`src/rtl/core/conv1d_multichannel_padded_macros.svh`:
```
// Assertion macros shared by the convolution engine RTL.
`ifndef CONV1D_MULTICHANNEL_PADDED_MACROS_SVH
`define CONV1D_MULTICHANNEL_PADDED_MACROS_SVH

// Antecedent true in a cycle implies the consequent in the same cycle.
`define C1D_ASSERT_SAME(lbl, ante, cons) \
  lbl: assert property (@(posedge clk) disable iff (!rst_n) (ante) |-> (cons)) \
    else $error("c1d assertion failed");

// Antecedent true in a cycle implies the consequent in the next cycle.
`define C1D_ASSERT_NEXT(lbl, ante, cons) \
  lbl: assert property (@(posedge clk) disable iff (!rst_n) (ante) |=> (cons)) \
    else $error("c1d assertion failed");

`endif

```
`src/rtl/core/c1d_ram.sv`:
```
// Generic simple dual-port RAM with registered read.
module c1d_ram #(
  parameter int WIDTH = 16,
  parameter int DEPTH = 256
) (
  input  logic                                   clk,
  input  logic                                   we,
  input  logic [(DEPTH > 1 ? $clog2(DEPTH) : 1)-1:0] wr_addr,
  input  logic [WIDTH-1:0]                       wr_data,
  input  logic [(DEPTH > 1 ? $clog2(DEPTH) : 1)-1:0] rd_addr,
  output logic [WIDTH-1:0]                       rd_data
);

  logic [WIDTH-1:0] mem [DEPTH];

  always_ff @(posedge clk) begin
    if (we) begin
      mem[wr_addr] <= wr_data;
    end
    rd_data <= mem[rd_addr];
  end

endmodule

```
`config.mk`:
```
export PLATFORM = sky130hd
export DESIGN_NAME = c1d_ram
export DESIGN_NICKNAME = d
export VERILOG_FILES = /design/src/rtl/core/conv1d_multichannel_padded_macros.svh /design/src/rtl/core/c1d_ram.sv
export SDC_FILE = /design/constraint.sdc
export NUM_CORES = 2
export LEC_CHECK = 0
export BUFFER_PORTS_ARGS = -buffer_cell sky130_fd_sc_hd__buf_2
export CORE_MARGIN = 5
export CORE_UTILIZATION = 40
export CTS_CLUSTER_DIAMETER = 120
export DETAILED_ROUTE_END_ITERATION = 10
export PLACE_DENSITY = 0.56
export SYNTH_ARGS = -nofsm -noshare
export SYNTH_HDL_FRONTEND = slang
export SYNTH_SLANG_ARGS = --single-unit
```
`constraint.sdc`:
```
create_clock -name clk -period 2.85 [get_ports clk]
set_input_delay 0.1425 -clock clk [delete_from_list [all_inputs] [get_ports clk]]
set_output_delay 0.1425 -clock clk [all_outputs]
set_load 0.01 [all_outputs]
```
## Yosys cells after proc, flatten, opt, wreduce, memory -nomap -nowiden

Memories as Yosys holds them, arrays and structs flattened. A register that Yosys moved wholly into a read port is not among the register bits.
Index checks and enable logic that the tools add are counted.

- Multiplexer cells: 2

Operator list:

| cell | count |
|---|---|
| $mux W1 | 2 |

- Input port bits: 34
- Memories kept: 1
- Word-level logic and storage cells: 3
- Flip-flop bits (word level): 0
- Bits in writable memories: 4,096

Memory list:

| memory | depth | width | read ports | clocked after memory_dff | wr ports | RTL line | RTL |
|---|---|---|---|---|---|---|---|
| mem | 256 | 16 | 1 | 1 | 1 | c1d_ram.sv:14 | `logic [WIDTH-1:0] mem [DEPTH];` |

## Logic depth before layout (Yosys ltp)

- Word-level depth: 2
- Mapped depth: 12
- Depth with buffers taken out: 6

## Worst setup path before layout

Ideal clock, no wire load.

- Kind: input port to flip-flop
- Start: in wr_addr[3] (netlist name)
- End: mem mem[235][0], enable pin
- Stages: 6
- Required time: 2,462 ps
- Setup slack: 542 ps
- Arrival time: 1,919 ps
- Cell sequence: clkbuf_1 -> nor2b_1 -> clkbuf_1 -> nand4_1 -> clkbuf_1 -> nor2_1

RTL lines:

| element | RTL line | RTL |
|---|---|---|
| start: declaration | c1d_ram.sv:8 | `input logic [(DEPTH > 1 ? $clog2(DEPTH) : 1)-1:0] wr_addr,` |
| end: declaration | c1d_ram.sv:14 |  |

Straight into the memory's write port.

==> summary.md <==
| Metric | Value |
|---|---|
| Cell taking the most area after synthesis | `edfxtp_1` |
| Sequential share of power | `52.4%` |
| Fin worst setup slack | `0.0406 ns` |
| GRT overflow | `0` |
| Worst-Margin Slew | `1.22 ns` |
| Post-DR wirelength/cell | `31.6 µm` |
| Clock Path Buffers | `4` |
| Sw Ratio | `21.6%` |
| Cell area power density | `684 mW/mm²` |
| Synth cell count leaders | `edfxtp_1, mux4_2, mux2i_1, nor2_1, o221ai_1` |
| Most frequent cell after synthesis | `edfxtp_1` |
| Pwr Total | `127 mW` |
| Fillers | `32300` |
| CP required | `3.67 ns` |
| Final-report max-slew violation count | `0` |
| FFs w/ async S/R, synth | `0%` |
| CTS buffer count | `416` |
| Clock Skew | `0.0641 ns` |
| Slew HR | `17.9%` |
| Comb power frac | `5.6%` |
| Final #Nets | `8410` |
| Crit Path Max Fanout | `1` |
| Dpl cells | `13200` |
| H-Tree Level Count | `5` |
| Critical path endpoint category | `flop` |
| Final core utilization | `47.1%` |
| Antenna-violating nets left | `0` |
| Leakage power | `60.0 nW` |
| Initial antenna violation count | `26` |
| Worst-case reg-to-reg path depth | `6` |
| Remaining routing DRC violations | `0` |
| Final instance area | `0.186 mm²` |
| Number of synthesized flops with an enable pin | `4096` |
| Setup_tns | `0 ns` |
| Minimum clock period | `2.81 ns` |
| Pin count of the biggest net entering global routing | `118` |
| Final GP Congestion | `0.860` |
| Clock sinks | `4112` |
| Routed wire length | `442000 µm` |
| Top_reg_cell synth | `edfxtp_1` |
| CP arrival | `3.63 ns` |
| Total GRT Usage | `21.2%` |
| Vias in the first global route | `80900` |
| Post-DP HPWL | `278000 µm` |
| Pre-antenna DRT Iters | `6` |
| Clock transition at path regs | `0.06 ns` |
| Die area | `0.409 mm²` |
| CP Class | `flop to flop` |
| Syn Area/Cell | `21.6 µm²` |
| I/O Buffers | `49` |
| Die Y | `640 µm` |
| RSZ-0062 raised after global routing | `no` |
| Area Overhead vs Synth | `17.4%` |
| Status | `finished clean` |
| NetSw | `27.6 mW` |
| Share of layout cells above drive strength 1 | `30.3%` |
| Syn_nets | `7394` |
| Final hold viol count | `0` |
| Power Internal | `99.9 mW` |
| Count of mapped cells out of synthesis | `7360` |
| Min-Delay Path Class | `primary input to flop` |
| Clock Latency Late Sink | `0.97 ns` |
| Peak supply drop | `0.562 mV` |
| Vias | `80800` |
| I/O Pins | `50` |
| Core area | `0.396 mm²` |
| Synth area leaders | `edfxtp_1, mux4_2, mux2i_1` |
| Root buffer selected by CTS | `clkbuf_16` |
| Worst hold path stage count | `5` |
| First-pass GRT wire length | `624000 µm` |
| Placed inst area | `0.173 mm²` |
| Synth warnings | `0` |
| Final non-filler cell total | `14000` |
| Synth Register Bits | `4112` |
| Initial DRC Count | `9466` |
| Post-synth top area share | `77.5%` |
| Routed vias/inst | `5.78` |
| Clock power share | `42.0%` |
| Dpl ws | `-0.927 ns` |
| Fin crit share | `98.6%` |
| Die width | `640 µm` |
| Worst Hold Slack | `0.124 ns` |
| Setup Viol. Count Final | `0` |
| Seq/Total Area, Yosys | `77.7%` |
| Rows | `231` |
| Netlist Area Pre-Place | `0.159 mm²` |
| MaxCap Viol Count | `0` |
| Fmax | `356 MHz` |
| CTS tree | `done` |
| Startpoint types | `flop` |
| Distinct cell type count of the synthesized netlist | `52` |
| Initial Util | `40.1%` |
worst max-delay path, stage by stage, from the launching register on:
cell      delay, ns
edfxtp_1       0.37
mux4_2         0.53
mux4_2         0.54
a22o_1         0.45
o32ai_1        0.50
buf_4          0.23
nor4_1         0.06
state kept, by name, indices dropped and copies added (netlist names):
name,flops
mem,4096
rd_data,16
cells by family (layout without fill, tap and decap cells):
family | count (synthesis) | in the layout | synth area share [%]
AO/OA/AOI/OAI | 786 | 786 | 3.54
buffers and inverters | 456 | 1820 | 1.69
flip-flops | 4112 | 4112 | 77.7
multiplexers | 1450 | 1450 | 15.5
other | 0 | 12 | 0
AND/OR/NAND/NOR | 556 | 556 | 1.57
layer usage:
layer	GRT usage, %	share of wire, %
met3	3.31	7.5
met1	30.0	41
met2	34.4	48
met5	0	0.0095
met4	6.15	3.1
area by class of cell:
class / count / area, µm² / area share [%]
timing repair buffer: 1050 / 9950 / 5.34
sequential: 4112 / 123000 / 66.2
clock inverter: 251 / 2480 / 1.33
multi-input combinational: 2792 / 33200 / 17.8
clock buffer: 515 / 10900 / 5.83
antenna: 12 / 30.0 / 0.0161
tap: 5242 / 6560 / 3.52
inverter: 4 / 27.5 / 0.0148
what timing repair did:
action                                  in CTS  in global routing
hold buffers                                19                  0
gates resized for setup                      8                  0
endpoints found under the setup margin       7                  0
setup buffers                                0                  0
endpoints found under the hold margin     2721                  0
placed cells by master, fill, tap and decap left out, types with 9 or more instances in the layout:
| cell type | instances |
|---|---|
| buf_4 | 828 |
| a21oi_1 | 175 |
| clkinv_16 | 11 |
| dfxtp_1 | 16 |
| clkinvlp_4 | 14 |
| nand3_2 | 9 |
| bufinv_16 | 36 |
| diode_2 | 12 |
| clkinv_2 | 71 |
| clkbuf_16 | 418 |
| buf_2 | 28 |
| o221ai_1 | 252 |
| nor3_1 | 90 |
| o21ai_0 | 37 |
| nand4_1 | 26 |
| o32ai_1 | 12 |
| clkinv_1 | 98 |
| nor2b_1 | 9 |
| o32ai_2 | 9 |
| nor4_1 | 16 |
| nand2_1 | 38 |
| nor2_2 | 116 |
| a211oi_1 | 18 |
| a22o_1 | 32 |
| clkbuf_1 | 92 |
| inv_6 | 12 |
| edfxtp_1 | 4096 |
| a221oi_1 | 28 |
| o31ai_1 | 16 |
| dlygate4sd3_1 | 19 |
| mux4_2 | 797 |
| mux2_2 | 88 |
| buf_12 | 156 |
| mux2i_1 | 565 |
| buf_8 | 17 |
| o22ai_1 | 148 |
| and3_1 | 11 |
| nand3_1 | 26 |
| nor2_1 | 187 |
| a22oi_1 | 41 |
power groups by stage:
stage / combinational (mW) / clock, mW / sequential, mW
final: 7.14 / 53.5 / 66.8
after global routing: 7.47 / 56.9 / 66.8
after CTS: 7.21 / 54.5 / 66.8
after detailed placement: 7.16 / 0 / 68.1
after global placement: 7.05 / 0 / 68.1
after floorplan: 3.29 / 0 / 68.0
worst paths after layout:
kind                              start                endpoint  slack (ns)
setup / recovery   mem[59][5]$_DFFE_PP_      rd_data[5]$_DFF_P_        0.04
hold / removal               wr_addr[7]  mem[199][11]$_DFFE_PP_        0.12
setup reg to reg   mem[59][5]$_DFFE_PP_      rd_data[5]$_DFF_P_        0.04
hold reg to reg   mem[218][8]$_DFFE_PP_      rd_data[8]$_DFF_P_        1.07
No activity file was read; power rests on OpenSTA's default activity.
