<file path="src/rtl/core/conv1d_multichannel_padded_macros.svh">
// Assertion macros shared by the convolution engine RTL.
`ifndef CONV1D_MULTICHANNEL_PADDED_MACROS_SVH
`define CONV1D_MULTICHANNEL_PADDED_MACROS_SVH

// Antecedent true in a cycle implies the consequent in the same cycle.
`define C1D_ASSERT_SAME(lbl, ante, cons) \
  lbl: assert property (@(posedge clk) disable iff (!rst_n) (ante) |-> (cons)) \
    else $error("c1d assertion failed");

// Antecedent true in a cycle implies the consequent in the next cycle.
`define C1D_ASSERT_NEXT(lbl, ante, cons) \
  lbl: assert property (@(posedge clk) disable iff (!rst_n) (ante) |=> (cons)) \
    else $error("c1d assertion failed");

`endif

</file>
<file path="src/rtl/core/c1d_pkg.sv">
// Types and constants of the multichannel 1D convolution engine.
package c1d_pkg;

  localparam int XW  = 19;  // signed sampled position
  localparam int DVW = 18;  // divider dividend and quotient
  localparam int DSW = 10;  // divider divisor and remainder

  localparam logic [1:0] REQ_SAMPLE  = 2'd0;
  localparam logic [1:0] REQ_WEIGHT  = 2'd1;
  localparam logic [1:0] REQ_BIAS    = 2'd2;
  localparam logic [1:0] REQ_COMPUTE = 2'd3;

  localparam logic [1:0] STAT_OK     = 2'd0;
  localparam logic [1:0] STAT_BADCFG = 2'd1;
  localparam logic [1:0] STAT_RANGE  = 2'd2;

  localparam logic [1:0] PM_ZERO      = 2'd0;
  localparam logic [1:0] PM_REPLICATE = 2'd1;
  localparam logic [1:0] PM_REFLECT   = 2'd2;
  localparam logic [1:0] PM_CIRCULAR  = 2'd3;

  localparam logic [3:0] CFG_IN_CH    = 4'd0;
  localparam logic [3:0] CFG_OUT_CH   = 4'd1;
  localparam logic [3:0] CFG_IN_LEN   = 4'd2;
  localparam logic [3:0] CFG_KERN_LEN = 4'd3;
  localparam logic [3:0] CFG_PAD      = 4'd4;
  localparam logic [3:0] CFG_STRIDE   = 4'd5;
  localparam logic [3:0] CFG_DILATION = 4'd6;
  localparam logic [3:0] CFG_MODE     = 4'd7;

  typedef struct packed {
    logic [1:0]         req_type;
    logic [3:0]         out_chan;
    logic [3:0]         in_chan;
    logic [7:0]         position;
    logic signed [15:0] data_value;
    logic signed [31:0] bias_value;
  } in_item_t;

  typedef struct packed {
    logic signed [39:0] result_value;
    logic [1:0]         status;
    logic [9:0]         out_length;
  } out_item_t;

  typedef enum logic [7:0] {
    ST_IDLE  = 8'b0000_0001,
    ST_LEN   = 8'b0000_0010,
    ST_DLEN  = 8'b0000_0100,
    ST_DX    = 8'b0000_1000,
    ST_DD    = 8'b0001_0000,
    ST_ACC   = 8'b0010_0000,
    ST_DRAIN = 8'b0100_0000,
    ST_FIN   = 8'b1000_0000
  } state_t;

  typedef struct packed {
    logic           start;
    logic [DVW-1:0] dividend;
    logic [DSW-1:0] divisor;
  } div_req_t;

  typedef struct packed {
    logic           done;
    logic [DVW-1:0] quo;
    logic [DSW-1:0] rem;
  } div_rsp_t;

endpackage

</file>
<file path="src/rtl/core/c1d_div.sv">
// Restoring divider, one quotient bit per cycle.
module c1d_div
  import c1d_pkg::*;
(
  input  logic     clk,
  input  logic     rst_n,
  input  div_req_t req,
  output div_rsp_t rsp
);

  localparam int CW = $clog2(DVW + 1);

  logic [DVW-1:0] quo_r, quo_nxt;
  logic [DSW-1:0] rem_r, rem_nxt;
  logic [DSW-1:0] dsr_r, dsr_nxt;
  logic [CW-1:0]  cnt_r, cnt_nxt;
  logic           busy_r, busy_nxt;
  logic           done_r, done_nxt;
  logic [DSW:0]   trial;

  always_comb begin
    quo_nxt  = quo_r;
    rem_nxt  = rem_r;
    dsr_nxt  = dsr_r;
    cnt_nxt  = cnt_r;
    busy_nxt = busy_r;
    done_nxt = 1'b0;
    trial    = {rem_r, quo_r[DVW-1]};
    if (req.start) begin
      quo_nxt  = req.dividend;
      rem_nxt  = '0;
      dsr_nxt  = req.divisor;
      cnt_nxt  = CW'(DVW);
      busy_nxt = 1'b1;
    end else if (busy_r) begin
      if (trial >= {1'b0, dsr_r}) begin
        rem_nxt = DSW'(trial - {1'b0, dsr_r});
        quo_nxt = {quo_r[DVW-2:0], 1'b1};
      end else begin
        rem_nxt = DSW'(trial);
        quo_nxt = {quo_r[DVW-2:0], 1'b0};
      end
      cnt_nxt = cnt_r - CW'(1);
      if (cnt_r == CW'(1)) begin
        busy_nxt = 1'b0;
        done_nxt = 1'b1;
      end
    end
  end

  always_ff @(posedge clk) begin
    if (!rst_n) begin
      busy_r <= 1'b0;
      done_r <= 1'b0;
      cnt_r  <= '0;
    end else begin
      busy_r <= busy_nxt;
      done_r <= done_nxt;
      cnt_r  <= cnt_nxt;
    end
    quo_r <= quo_nxt;
    rem_r <= rem_nxt;
    dsr_r <= dsr_nxt;
  end

  assign rsp.done = done_r;
  assign rsp.quo  = quo_r;
  assign rsp.rem  = rem_r;

endmodule

</file>
<file path="config.mk">
export PLATFORM = sky130hd
export DESIGN_NAME = c1d_div
export DESIGN_NICKNAME = d
export VERILOG_FILES = /design/src/rtl/core/conv1d_multichannel_padded_macros.svh /design/src/rtl/core/c1d_pkg.sv /design/src/rtl/core/c1d_div.sv
export SDC_FILE = /design/constraint.sdc
export NUM_CORES = 1
export LEC_CHECK = 0
export BUFFER_PORTS_ARGS = -buffer_cell sky130_fd_sc_hd__buf_2
export CAP_MARGIN = 20
export CORE_ASPECT_RATIO = 1.1
export CORE_MARGIN = 2
export CORE_UTILIZATION = 50
export CTS_CLUSTER_SIZE = 20
export DETAILED_ROUTE_END_ITERATION = 10
export PLACE_DENSITY = 0.84
export SLEW_MARGIN = 20
export SYNTH_ARGS = -nofsm -noshare
export SYNTH_HDL_FRONTEND = slang
export SYNTH_SLANG_ARGS = --single-unit
</file>
<file path="constraint.sdc">
create_clock -name clk -period 2.9 [get_ports clk]
set_clock_uncertainty 0.2 [all_clocks]
set_input_delay 0.435 -clock clk [delete_from_list [all_inputs] [get_ports clk]]
set_output_delay 0.435 -clock clk [all_outputs]
set_load 0.02 [all_outputs]
</file>
Word level (Yosys, flattened, before mapping)
Cells that the tools add are included.
{ "totals": {"reg_bits": 45, "n_memories": 0, "ramBits": 0, "output_inout_bits": 29, "rom_bits": 0, "word_cells": 26, "latch_bits": 0} }
{ "op_classes": {"magnitude_cmp": 1, "n_reduce_logical": 3, "bitwise_logic": 2, "div_mod_pow": 0, "n_mux": 10, "shifts": 0, "mul": 0, "n_eq_ne": 1, "add_sub_neg": 2} }
{ "op_table": {"columns": ["cell", "n"], "rows": [
  ["2-to-1 mux 18 bit", 2],
  ["greater-or-equal comparator 11 x 10 -> 1 bit", 1],
  ["2-to-1 mux 10 bit", 1],
  ["2-to-1 mux 5 bit", 2],
  ["subtractor 10 bit", 1],
  ["equality test 5 x 1 -> 1 bit, second input constant", 1],
  ["2-to-1 mux 1 bit", 5],
  ["subtractor 5 x 1 -> 5 bit, second input constant", 1],
  ["OR reduction 3 bit", 1],
  ["inverter 1 bit", 2],
  ["nonzero test 2 bit", 1],
  ["OR reduction 2 bit", 1]
]} }

Depth between registers and ports, before layout
{ "depth": {"word_depth": 4, "depth_mapped": 10, "mapped_depth_nobuf": 10} }

Worst setup path before layout
No wires, ideal clock.
{ "synth_timing": {"path_type": "flip-flop to flip-flop", "from": "register quo_r[17]", "to": "register rem_r[8]", "required_ns": 2.614, "arrival_ns": 2.188, "stages_incl_launch_ff": 11, "setup_time_ns": 0.086, "setup_slack_ns": 0.427, "cell_sequence": "edfxtp_1 -> inv_1 -> ha_1 -> inv_1 -> fa_1 -> a211oi_1 -> nor2_1 -> o41ai_1 -> xnor2_1 -> nand2_1 -> a211oi_1"} }
{ "synth_between": {"elab_chain_cells": 2, "elab_cells_between_ends": 3} }
{ "synth_lines": {"columns": ["element", "line_no", "text"], "rows": [
  ["start, declared", "c1d_div.sv:13", "logic [DVW-1:0] quo_r, quo_nxt;"],
  ["start signal, assigned", "c1d_div.sv:61", "quo_r <= quo_nxt;"],
  ["subtractor 10 bit / greater-or-equal comparator 11 x 10 -> 1 bit (equally long branches)", "c1d_div.sv:37, c1d_div.sv:36", null],
  ["2-to-1 mux 10 bit (*)", "c1d_div.sv:36", "if (trial >= {1'b0, dsr_r}) begin"],
  ["end signal, assigned", "c1d_div.sv:62", "rem_r <= rem_nxt;"],
  ["end, declared", "c1d_div.sv:14", "logic [DSW-1:0] rem_r, rem_nxt;"]
]} }
Mark *: on every way between the ends. The rest lies on a longest branch, timed or not.
A chain may end at the register's enable or synchronous reset.

Final worst setup path
Ends and elaborated chain as after synthesis.

==> impl_metrics.py <==
metrics = {
    "cts": {
        "clock_sinks": 45,
        "htree_levels": 2,
        "cts_buffer_depth": 2,
        "post_cts_resized": 0,
        "cts_setup_buffers": 0,
        "cts_hold_buf": 0,
        "root_buffer": "clkbuf_8",
        "cts_made_buffers": 5,
        "cts_tree": "done",
        "cts.clk_slew.worst_paths_ns": 0.09,
        "clkLatencyLatePin_ns": 0.32,
    },
    "yosys": {
        "yosys.area.top_type": "edfxtp_1",
        "netlist.area_leader.share": 0.361,
        "synthDistinctLibCells": 47,
        "synth_seq_cells": 45,
        "synth_edf_count": 28,
        "synth.avg_cell_area_um2": 11.4,
        "syn_inst": 205,
        "async_flop_share": 0,
        "yosysWarningCount": 0,
        "synth_area_um2": 2330,
        "synth.area.top_cells": "edfxtp_1 36%, dfxtp_1 15%, mux2_2 8.7%, ha_1 6.4%, nor2_1 3.1%",
        "yosysSeqAreaShare": 0.507,
        "syn_nets": 249,
        "synthFlopType": "edfxtp_1",
    },
    "routing": {
        "drt_first_iter_violations": 67,
        "wl_um": 4600,
        "firstDrtPassIters": 4,
        "via_per_inst": 5.35,
        "num_vias": 1723,
        "drtAntennaViolNets": 0,
        "wl_per_cell_um": 14.3,
        "drc": 0,
    },
    "floorplanning": {
        "boundaryPins": 60,
        "die_height_um": 75.6,
        "core_um2": 4550,
        "rows": 26,
        "initial_core_util": 0.512,
        "dieArea_um2": 5220,
        "die_x_um": 69.1,
    },
    "finish": {
        "final_common_cell": "buf_2",
        "drive_above_1_share": 0.368,
        "area_delta_synth_final_pct": 18.9,
        "final_cell_mix": "59 x buf_2, 28 x edfxtp_1, 19 x nor2_1",
        "n_fill_cell": 389,
        "diodes": 0,
        "nNetsFinal": 309,
    },
    "place": {
        "dp_hpwl_um": 3430,
        "gp_congestion": 0.879,
        "portBuffers": 59,
        "dpl_worst_slack_ns": 0.392,
    },
    "timing": {
        "rsz0062_at_grt": "false",
        "finalHoldViolations": 0,
        "fmax_mhz": 389,
        "min_period_ns": 2.57,
        "relSlewSlack": 0.672,
        "fin_crit_sh": 0.887,
        "setup_violations": 0,
        "final.setup.tns_ns": 0,
        "whs_ns": 0.0852,
        "tightest_slew_ns": 0.492,
        "worst_slack_ns": 0.327,
        "drv_slew": 0,
    },
    "worst_setup_path": {
        "worstPathRequired_ns": 2.93,
        "worstPathArrival_ns": 2.60,
        "crit_chain": "inv_1 > ha_1 > inv_1 > fa_1 > a211oi_1 > nor2_1 > o41ai_1 > xnor2_1 > nand2_1 > a211oi_1",
        "crit_path_end_kind": "flop",
        "worst_path_largest_cell_delay_ns": 0.42,
        "cp_slowest_cell": "edfxtp_1",
        "startpoint_type": "flop",
        "worstSetupPathType": "flop to flop",
        "worstPathMaxFanout": 3,
    },
    "hold_path": {
        "hold_class": "input pin to flop",
    },
    "global_routing": {
        "grt_antenna_before_repair": 0,
        "grt_usage": 0.184,
        "grt_pass1_wl_um": 7470,
        "grt_pass1_vias": 1638,
        "grt-ovfl-total": 0,
        "grt_start_max_net_pins": 24,
    },
    "job": {
        "max-cap-violations": 0,
    },
    "power": {
        "vdd_ir_drop_max_mv": 0.303,
        "p_per_area_nw_per_um2": 565,
        "p_leak_nw": 1.20,
    },
    "run_status": {
        "status": "completed",
    },
}
[per-stage QoR]
| stage | instance area (um^2) | std cells | total power [W] | utilization |
|---|---|---|---|---|
| floorplan | 2330 | 205 | 0.00107 | - |
| global placement | 2680 | 314 | 0.00117 | 0.588 |
| detailed placement | 2680 | 314 | 0.00118 | 0.588 |
| CTS | 2770 | 322 | 0.00157 | 0.608 |
| global route | 2770 | 322 | 0.00165 | 0.608 |
| finish | 2770 | 322 | 0.00156 | 0.608 |
[kinds of logic after synthesis]
kind of cell	count (synthesis)	synth area share
AND/OR/NAND/NOR	53	0.114
flip-flops	45	0.507
AO/OA/AOI/OAI	42	0.138
buffers and inverters	23	0.0392
multiplexers	18	0.0870
adder cells (fa/ha/maj)	13	0.0730
XOR/XNOR	11	0.0414
[critical path, delay by kind of cell (launching register included)]
kind / cells / cell delay (ns)
compound gates: 3 / 0.82
flops: 1 / 0.42
simple gates: 2 / 0.19
buf+inv: 2 / 0.13
xor+xnor: 1 / 0.16
fa+ha+maj: 2 / 0.56
[report_power, final]
part           leakage (nW)  internal [W]  switching [W]
combinational         0.737      0.000165       0.000219
clock                0.0481      0.000171       0.000227
sequential            0.419      0.000745      0.0000371
total                  1.20       0.00108       0.000483
[cell usage after synthesis (2+ instances only)]
| cell | instances |
|---|---|
| nand3_1 | 3 |
| o21bai_1 | 2 |
| xor2_1 | 6 |
| nor2_1 | 19 |
| dfxtp_1 | 17 |
| clkbuf_1 | 7 |
| a21oi_1 | 9 |
| edfxtp_1 | 28 |
| a311oi_1 | 3 |
| o21a_1 | 3 |
| ha_1 | 12 |
| xnor2_1 | 5 |
| o22ai_1 | 4 |
| a211oi_1 | 5 |
| nand2_1 | 11 |
| nor2b_1 | 3 |
| o21ai_0 | 2 |
| nor3_1 | 4 |
| a21o_1 | 2 |
| inv_1 | 14 |
| nand2b_1 | 2 |
| mux2_2 | 18 |
| a31oi_1 | 2 |
[flip-flops by register name, indices dropped and copies added (netlist names)]
name	count
quo_r	18
dsr_r	10
rem_r	10
cnt_r	5
busy_r	1
done_r	1
[final cells by class]
type	count	area [um^2]	area share
multi-input combinational	137	1060	0.382
inverter	14	52.6	0.0190
clock buffer	5	68.8	0.0248
sequential	45	1180	0.426
tap	56	70.1	0.0253
clock inverter	3	22.5	0.00813
timing repair buffer	62	318	0.115
[metal layers]
| metal | global-route usage | share of wire | vias to the layer above |
|---|---|---|---|
| met1 | 0.233 | 0.44 | 817 |
| met3 | 0.0357 | 0.032 | 8 |
| met4 | 0.0915 | 0.021 | 0 |
| met2 | 0.309 | 0.51 | 31 |
| li1 | - | - | 867 |
| met5 | 0 | 0 | - |
[worst paths after layout]
path,startpoint,end,cells past startpoint,slack (ns)
hold / removal,req[2],dsr_r[2]$_DFFE_PP_,1,0.09
setup / recovery,quo_r[17]$_DFFE_PP_,rem_r[8]$_SDFFE_PP0P_,10,0.33
setup reg to reg,quo_r[17]$_DFFE_PP_,rem_r[8]$_SDFFE_PP0P_,10,0.33
hold reg to reg,rem_r[5]$_SDFFE_PP0P_,rem_r[5]$_SDFFE_PP0P_,2,0.31
Power figures use the tool's default switching activity.
